===== src/rtl/core/htsch_pkg.sv =====
// ----------------------------------------------------------------------------
// htsch_pkg: shared types and constants of the task scheduler
// slot-wide fields are sized for the largest table (64 slots)
// ----------------------------------------------------------------------------
package htsch_pkg;

   localparam int SLOT_W       = 6;
   localparam int CNT_W        = 7;
   localparam int DEF_SLOTS    = 32;
   localparam logic [15:0] TIME_MAX = 16'hFFFF;

   localparam logic [5:0] RST_ACTIVE  = 6'd16;
   localparam logic [3:0] RST_QUANTUM = 4'd3;
   localparam logic [3:0] RST_PERIOD  = 4'd5;

   localparam logic [1:0] REG_ACTIVE  = 2'd0;
   localparam logic [1:0] REG_QUANTUM = 2'd1;
   localparam logic [1:0] REG_PERIOD  = 2'd2;

   localparam logic OP_LOAD = 1'b0;
   localparam logic OP_TICK = 1'b1;

   localparam logic [1:0] CLS_RT    = 2'd0;
   localparam logic [1:0] CLS_INTER = 2'd1;
   localparam logic [1:0] CLS_BATCH = 2'd2;

   typedef enum logic [2:0] {
      ST_IDLE,
      ST_REDUCE,
      ST_AGE,
      ST_SCAN,
      ST_UPDATE
   } state_type;

   // best candidate of one class seen so far along the chain
   typedef struct packed {
      logic              found;
      logic              high;
      logic [7:0]        key;
      logic [SLOT_W-1:0] slot;
      logic [7:0]        id;
      logic [15:0]       arrival;
      logic [7:0]        burst;
      logic [7:0]        remaining;
   } track_type;

   typedef struct packed {
      track_type        rt;
      track_type        rr;
      track_type        bt;
      logic [CNT_W-1:0] undone;
   } word_type;

   // broadcast from the sequencer to every cell
   typedef struct packed {
      logic [15:0]       time_now;
      logic [CNT_W-1:0]  active;
      logic [3:0]        period;
      logic [SLOT_W-1:0] rr_start;
      logic              age_en;
      logic              grant_en;
      logic [SLOT_W-1:0] grant_slot;
      logic              load_en;
      logic [SLOT_W-1:0] load_slot;
      logic [7:0]        load_id;
      logic [1:0]        load_class;
      logic [15:0]       load_arrival;
      logic [7:0]        load_burst;
      logic [3:0]        load_priority;
   } ctrl_type;

   localparam track_type TRACK_EMPTY = '0;
   localparam word_type  WORD_EMPTY  = '0;

endpackage


===== src/rtl/core/htsch_cell.sv =====
// ----------------------------------------------------------------------------
// htsch_cell: one task slot of the scheduler chain
// holds the slot state, ages it and merges it into the passing candidate word
// ----------------------------------------------------------------------------
module htsch_cell #(
   parameter int INDEX = 0
) (
   input  logic                clock,
   input  logic                reset,
   input  htsch_pkg::ctrl_type ctrl,
   input  htsch_pkg::word_type word_in,
   output htsch_pkg::word_type word_out
);

   localparam logic [htsch_pkg::SLOT_W-1:0] IDX = htsch_pkg::SLOT_W'(INDEX);

   logic [7:0]  id_ff, burst_ff, rem_ff;
   logic [1:0]  class_ff;
   logic [15:0] arr_ff;
   logic [3:0]  prio_ff, age_ff;
   logic        done_ff;
   htsch_pkg::word_type word_ff, word_in_next;

   logic       in_use, rdy;
   logic [4:0] age_inc;
   htsch_pkg::track_type own;

   assign in_use  = {1'b0, IDX} < ctrl.active;
   assign rdy     = in_use && !done_ff && (arr_ff <= ctrl.time_now);
   assign age_inc = {1'b0, age_ff} + 5'd1;

   always_ff @(posedge clock) begin
      if (reset) begin
         done_ff <= 1'b1;
         age_ff  <= '0;
      end else if (ctrl.load_en && ctrl.load_slot == IDX) begin
         done_ff <= (ctrl.load_burst == 8'd0);
         age_ff  <= '0;
      end else if (ctrl.age_en && rdy && rem_ff != 8'd0) begin
         if (age_inc >= {1'b0, ctrl.period}) begin
            age_ff <= '0;
         end else begin
            age_ff <= age_inc[3:0];
         end
      end else if (ctrl.grant_en && ctrl.grant_slot == IDX) begin
         age_ff <= '0;
         if (rem_ff == 8'd1) begin
            done_ff <= 1'b1;
         end
      end
   end

   always_ff @(posedge clock) begin
      if (ctrl.load_en && ctrl.load_slot == IDX) begin
         id_ff    <= ctrl.load_id;
         class_ff <= ctrl.load_class;
         arr_ff   <= ctrl.load_arrival;
         burst_ff <= ctrl.load_burst;
         rem_ff   <= ctrl.load_burst;
         prio_ff  <= ctrl.load_priority;
      end else if (ctrl.age_en && rdy && rem_ff != 8'd0) begin
         if (age_inc >= {1'b0, ctrl.period} && prio_ff > 4'd1) begin
            prio_ff <= prio_ff - 4'd1;
         end
      end else if (ctrl.grant_en && ctrl.grant_slot == IDX) begin
         rem_ff <= rem_ff - 8'd1;
      end
   end

   always_comb begin
      own.found     = 1'b1;
      own.high      = (IDX >= ctrl.rr_start);
      own.key       = 8'd0;
      own.slot      = IDX;
      own.id        = id_ff;
      own.arrival   = arr_ff;
      own.burst     = burst_ff;
      own.remaining = rem_ff;

      word_in_next = word_in;
      if (rdy && class_ff == htsch_pkg::CLS_RT &&
          (!word_in.rt.found || prio_ff < word_in.rt.key[3:0])) begin
         word_in_next.rt     = own;
         word_in_next.rt.key = {4'd0, prio_ff};
      end
      if (rdy && class_ff == htsch_pkg::CLS_INTER &&
          (!word_in.rr.found || (own.high && !word_in.rr.high))) begin
         word_in_next.rr = own;
      end
      if (rdy && class_ff == htsch_pkg::CLS_BATCH &&
          (!word_in.bt.found || rem_ff < word_in.bt.key)) begin
         word_in_next.bt     = own;
         word_in_next.bt.key = rem_ff;
      end
      if (in_use && !done_ff) begin
         word_in_next.undone = word_in.undone + htsch_pkg::CNT_W'(1);
      end
   end

   always_ff @(posedge clock) begin
      word_ff <= word_in_next;
   end

   assign word_out = word_ff;

endmodule


===== config.mk =====
export PLATFORM = sky130hd
export DESIGN_NAME = htsch_cell
export DESIGN_NICKNAME = d
export VERILOG_FILES = /design/src/rtl/core/htsch_pkg.sv /design/src/rtl/core/htsch_cell.sv
export SDC_FILE = /design/constraint.sdc
export NUM_CORES = 1
export LEC_CHECK = 0
export BUFFER_PORTS_ARGS = -buffer_cell sky130_fd_sc_hd__buf_2
export CORE_AREA = 2 2 172 174
export CTS_BUF_LIST = sky130_fd_sc_hd__clkbuf_4 sky130_fd_sc_hd__clkbuf_8
export CTS_CLUSTER_SIZE = 30
export DETAILED_ROUTE_END_ITERATION = 8
export DIE_AREA = 0 0 174 176
export PLACE_DENSITY_LB_ADDON = 0.3
export SLEW_MARGIN = 15
export SYNTH_ARGS = -nofsm -noshare
export SYNTH_HDL_FRONTEND = slang
export SYNTH_SLANG_ARGS = --single-unit
export TNS_END_PERCENT = 30

===== constraint.sdc =====
create_clock -name clock -period 3.4 [get_ports clock]
set_input_delay 0.51 -clock clock [delete_from_list [all_inputs] [get_ports clock]]
set_output_delay 0.51 -clock clock [all_outputs]
set_load 0.02 [all_outputs]

==> flow_summary.ini, run 1 <==
[status]
outcome = finished, final reports clean

[synthesis]
synth_cells = 652
synthTopCellsByArea = dfxtp_1 (43%), edfxtp_1 (16%), mux2_2 (15%)
synth_compound_area_share_pct = 4.79
synth-main-ff-cell = dfxtp_1
synth.area.mux_share_pct = 17.9
syn-cell-area_sq_mm = 0.00846
ys_warn_count = 0
synth_adder_area_share_pct = 5.32
synthesis.nets = 951
synth_edf_count = 46
syn_area_per_cell_sq_um = 13.0
synth_xor_area_share_pct = 1.55
synth_top_family_by_area = multiplexers
ys_seq_area_share_pct = 58.9
synth_seq_cells = 226
synthSimpleGateAreaFrac_pct = 7.67
async_flop_share_pct = 0
yosysTopAreaCell = dfxtp_1
netlist-cell-type-count = 45
synth_top_area_share_pct = 42.6

[power]
p_comb_share_pct = 9.6
switchingPower_w = 0.00142
sequentialPowerShare_pct = 46.8
max-vdd-ir-drop_mv = 0.320
switching_share_pct = 22.9
power.internal_w = 0.00475
power_leakage_nw = 5.59
p_per_area_mw_per_mm2 = 515
p_clk_share_pct = 43.6

[global_route]
grt_first_pass_wirelength_mm = 39.8
grt_overflow_total = 0
grt_use_total_pct = 17.0
grt_pass1_vias = 7060
antenna_found_initial = 3
grt_max_degree = 45

[floorplanning]
fp.dieArea_sq_mm = 0.0306
core_area_sq_mm = 0.0285
die_x_um = 174
boundaryPins = 438
start_util_pct = 29.6
die_height_um = 176
rows = 62

[sta]
max_freq_ghz = 0.331
slew_violations = 0
finalSetupTns_ps = 0
setup_slack_ps = 378
fin_crit_ps = 3020
timing.final.crit_share_pct = 88.9
skew_ps = 17.9
finalHoldViolCount = 0
final-setup-viol-count = 0
maxSlewHeadroom_pct = 54.2
rsz0062_at_grt = false
whs_ps = 164
worst_slew_pin_slew_ps = 687

[drt]
via_per_inst = 4.37
dr_wl_met3_mm = 2.54
postRouteAntennaNets = 0
route.top_layer_used = met5
wl_met2_mm = 13.7
dr.pass1.iters = 4
drc_errors = 0
wl_per_cell_um = 17.6
routed_wl_mm = 27.0
met1_length_mm = 9.93
vias = 6696
initialDrtViolationCount = 156

[critical_path]
r2r_start = arr_ff[13]
crit_end = word_out[150]
setup.worst_path.start = arr_ff[13]
critPathMaxStageDelay_ps = 490
cp.required_ps = 3790
slowest_stage = edfxtp_1
crit_chain = ha_1 > nand4_2 > nor4_2 > nand4_1 > o31a_1 > buf_4 > nor4_4 > buf_12 > mux2_2
endpoint_kind = flop
cp-start-kind = flop
critPathMaxFanout = 44
worstSetupPathType = flop to flop
reg2reg_slack_ps = 380
worstPathArrival_ps = 3410
reg2regPathDepth = 9
regToRegEndpoint = word_out[150]

[clock_tree]
insertion_delay_ps = 520
cts_tree = done
ctsResizeCount = 0
hold_buffers = 0
htreeDepth = 2
cts.path.max_buffers = 3
numCtsBuffers = 39
postCtsSetupBuffers = 0
numClockSinks = 226
cts_root_buf = clkbuf_8
cts.reportedPaths.clkPinSlew_ps = 60

[place]
globalplace.congestion = 0.830
dp.cells = 1462
dp_hpwl_mm = 21.1
place_ws_ps = 245
io_buffer_count = 437

[flow_run]
drv_cap = 0

[layout]
layout_commonest_cell = buf_2
final_cell_mix = buf_2 (437), dfxtp_1 (180), mux2_2 (116)
drive_gt1_share_pct = 56.5
stdcell_count = 1534
nets = 1418
area_growth_pct = 41.5

[worst_hold_path]
hold_class = primary input to flop
==> state kept, by name, indices dropped and copies added, names as in the netlist <==
register and flops:
rem_ff 8, age_ff 4, id_ff 8, prio_ff 4, burst_ff 8, done_ff 1
word_out 175, class_ff 2, arr_ff 16
==> through the flow <==
stage / power [W] / cell area, sq um / util [%]
after global routing: 0.00644 / 12000 / 41.9
after CTS: 0.00629 / 12000 / 41.9
after global placement: 0.00353 / 11100 / 38.9
final: 0.00617 / 12000 / 42.0
after floorplan: 0.00323 / 8460 / -
after detailed placement: 0.00354 / 11100 / 38.9
==> critical path: cells and delay by family (launching register included) <==
kind | cells | cell delay (ps)
AO/OA/AOI/OAI | 1 | 150
buffers and inverters | 2 | 470
adder cells (fa/ha/maj) | 1 | 360
multiplexers | 1 | 370
AND/OR/NAND/NOR | 4 | 980
flip-flops | 1 | 490
==> kinds of logic (layout without fill, tap and decap cells) <==
logic type / Yosys count / after routing
and+or+nand+nor: 116 / 116
AOI/OAI and AO/OA: 65 / 65
muxes: 134 / 134
xor gates and xnor gates: 15 / 15
DFF: 226 / 226
adders and majority gates: 36 / 36
buffers and inverters: 60 / 555
other: 0 / 3
==> worst min path at each step <==
stage	startpoint	to	slack (ps)	depth (start not counted)
global route	ctrl[21]	arr_ff[9]	120	1
floorplan	id_ff[2]	word_out[153]	470	1
global placement	class_ff[0]	word_out[174]	510	1
finish	ctrl[15]	arr_ff[3]	160	1
detailed placement	class_ff[0]	word_out[174]	510	1
CTS	ctrl[21]	arr_ff[9]	110	1
==> metal layers <==
metal / global-route usage, % / vias up
met1: 17.9 / 3068
met3: 6.09 / 64
met4: 5.95 / 4
met2: 31.4 / 334
met5: 0 / -
li1: - / 3226
==> Yosys cell counts, drive strengths merged, types with 6 or more instances <==
cell,n
edfxtp,46
nand2,29
clkbuf,6
ha,36
nor2b,25
and2,7
o21ai,20
nor2,15
a21oi,19
nor3,8
nand2b,7
buf,17
dfxtp,180
xnor2,10
mux2,132
nand4,8
nor4,7
inv,37
==> power groups by stage <==
stage,clock [W],sequential [W],combinational (W)
finish,0.00269,0.00289,0.000591
global route,0.00291,0.00290,0.000640
CTS,0.00280,0.00289,0.000599
detailed placement,0,0.00294,0.000597
global placement,0,0.00295,0.000590
floorplan,0,0.00309,0.000139
==> cell type report <==
cell class | count | area, sq um
Fill cell | 2825 | 16600
Timing Repair Buffer | 449 | 2340
Tap cell | 384 | 480
Inverter | 37 | 139
Clock inverter | 3 | 65.1
Clock buffer | 66 | 802
Multi-Input combinational cell | 366 | 3160
Antenna cell | 3 | 7.51
Sequential cell | 226 | 4980
(Power assumes the default switching activity.)
==> run 2, diff against run 1 <==
--- a/config.mk
+++ b/config.mk
@@ -12,6 +12,7 @@
 export DETAILED_ROUTE_END_ITERATION = 8
 export DIE_AREA = 0 0 174 176
 export PLACE_DENSITY_LB_ADDON = 0.3
+export REMOVE_ABC_BUFFERS = 1
 export SLEW_MARGIN = 15
 export SYNTH_ARGS = -nofsm -noshare
 export SYNTH_HDL_FRONTEND = slang
==> flow_summary.ini, run 2 (synthesis gave the netlist of run 1 again) <==
[critical_path]
reg2regPathDepth = 8
worstSetupPathType = flop to flop
worstPathArrival_ps = 3370
critPathMaxFanout = 20
setup.worst_path.start = arr_ff[14]
cp-start-kind = flop
cp.required_ps = 3810
regToRegEndpoint = word_out[37]
r2r_start = arr_ff[14]
endpoint_kind = flop
reg2reg_slack_ps = 440
crit_end = word_out[37]

[clock_tree]
cts.reportedPaths.clkPinSlew_ps = 60
numCtsBuffers = 42
htreeDepth = 2
numClockSinks = 226
cts_tree = done
cts_root_buf = clkbuf_8
cts.path.max_buffers = 3
postCtsSetupBuffers = 0
insertion_delay_ps = 540
ctsResizeCount = 0
hold_buffers = 0

[global_route]
grt_use_total_pct = 17.2
antenna_found_initial = 4
grt_first_pass_wirelength_mm = 40.0
grt_overflow_total = 0
grt_pass1_vias = 6953
grt_max_degree = 36

[power]
p_total_w = 0.00611
p_per_area_mw_per_mm2 = 510
power_leakage_nw = 5.59
max-vdd-ir-drop_mv = 0.243

[place]
dp_hpwl_mm = 21.0
place_ws_ps = 281
dp.cells = 1464
io_buffer_count = 437
globalplace.congestion = 0.818

[drt]
routed_wl_mm = 27.2
initialDrtViolationCount = 200
via_per_inst = 4.33
dr.pass1.iters = 4
vias = 6675
postRouteAntennaNets = 0
drc_errors = 0
wl_per_cell_um = 17.7

[layout]
multi_input_area_sq_mm = 0.00316
largest_reg_flops = 175
drive_gt1_share_pct = 56.8
final_cell_mix = buf_2 (437), dfxtp_1 (180), mux2_2 (116)
seq_area_sq_mm = 0.00498
nFillCells = 2855
final_util_pct = 42.0
nets = 1423
stdcell_count = 1541
layout_commonest_cell = buf_2
area_growth_pct = 41.5

[floorplanning]
boundaryPins = 438
fp.dieArea_sq_mm = 0.0306
rows = 62
core_area_sq_mm = 0.0285
die_x_um = 174
die_height_um = 176
start_util_pct = 29.6

[sta]
rsz0062_at_grt = false
finalHoldViolCount = 0
slew_violations = 0
timing.final.crit_share_pct = 87.0
max_freq_ghz = 0.338
finalSetupTns_ps = 0
fin_crit_ps = 2960
skew_ps = 25.6
maxSlewHeadroom_pct = 66.2
final-setup-viol-count = 0
worst_slew_pin_slew_ps = 502
setup_slack_ps = 443

[worst_hold_path]
hold_class = primary input to flop

[flow_run]
drv_cap = 0

[status]
outcome = finished, final reports clean
run 2: changes by cell type in the layout (fill, tap and decap cells not counted), sizes merged:
| cell | previous run | this run |
|---|---|---|
| clkinv | 1 | 6 |
| diode | 3 | 1 |
| inv | 37 | 38 |
| bufinv | 2 | 0 |
| clkinvlp | 0 | 3 |
| buf | 449 | 451 |
run 2: worst min-delay path by stage:
stage	to	cells after the start	slack, ps	from
floorplan	word_out[153]	1	470	id_ff[2]
CTS	arr_ff[8]	1	90	ctrl[20]
global placement	word_out[156]	1	510	id_ff[5]
detailed placement	word_out[156]	1	520	id_ff[5]
global route	arr_ff[7]	1	100	ctrl[19]
finish	arr_ff[8]	1	140	ctrl[20]
run 2: through the flow:
| stage | instance area, sq um | hold WS (ps) |
|---|---|---|
| final | 12000 | 140 |
| after global routing | 12000 | 100 |
| after CTS | 12000 | 92.5 |
| after detailed placement | 11100 | 517 |
| after global placement | 11100 | 510 |
| after floorplan | 8280 | 473 |
run 2: critical path: stages, from the launching register on:
cell,delay [ps]
edfxtp_1,470
ha_1,350
nand4_2,160
nor4_2,340
a21boi_0,230
o31a_1,370
or4_4,220
buf_4,280
mux2_2,370
run 2: report_power, final:
| part | internal [W] | switching (W) | leakage, nW |
|---|---|---|---|
| Sequential | 0.00285 | 0.0000339 | 1.93 |
| Clock | 0.00149 | 0.00114 | 0.458 |
| Combinational | 0.000277 | 0.000316 | 3.20 |
| Total | 0.00462 | 0.00149 | 5.59 |
run 2: layout make-up:
type,instances,share of cell area (%)
Sequential cell,226,41.6
Clock inverter,10,0.533
Multi-Input combinational cell,366,26.4
Timing Repair Buffer,451,19.7
Clock buffer,66,6.64
Tap cell,384,4.01
Inverter,37,1.16
Antenna cell,1,0.0209
run 2: per-layer routing:
layer / track usage [%] / vias to the layer above / routed length, um
met1: 19.1 / 3053 / 10400
met3: 5.66 / 67 / 2370
li1: - / 3243 / -
met4: 6.27 / 8 / 830
met5: 0 / - / 47
met2: 30.8 / 304 / 13500
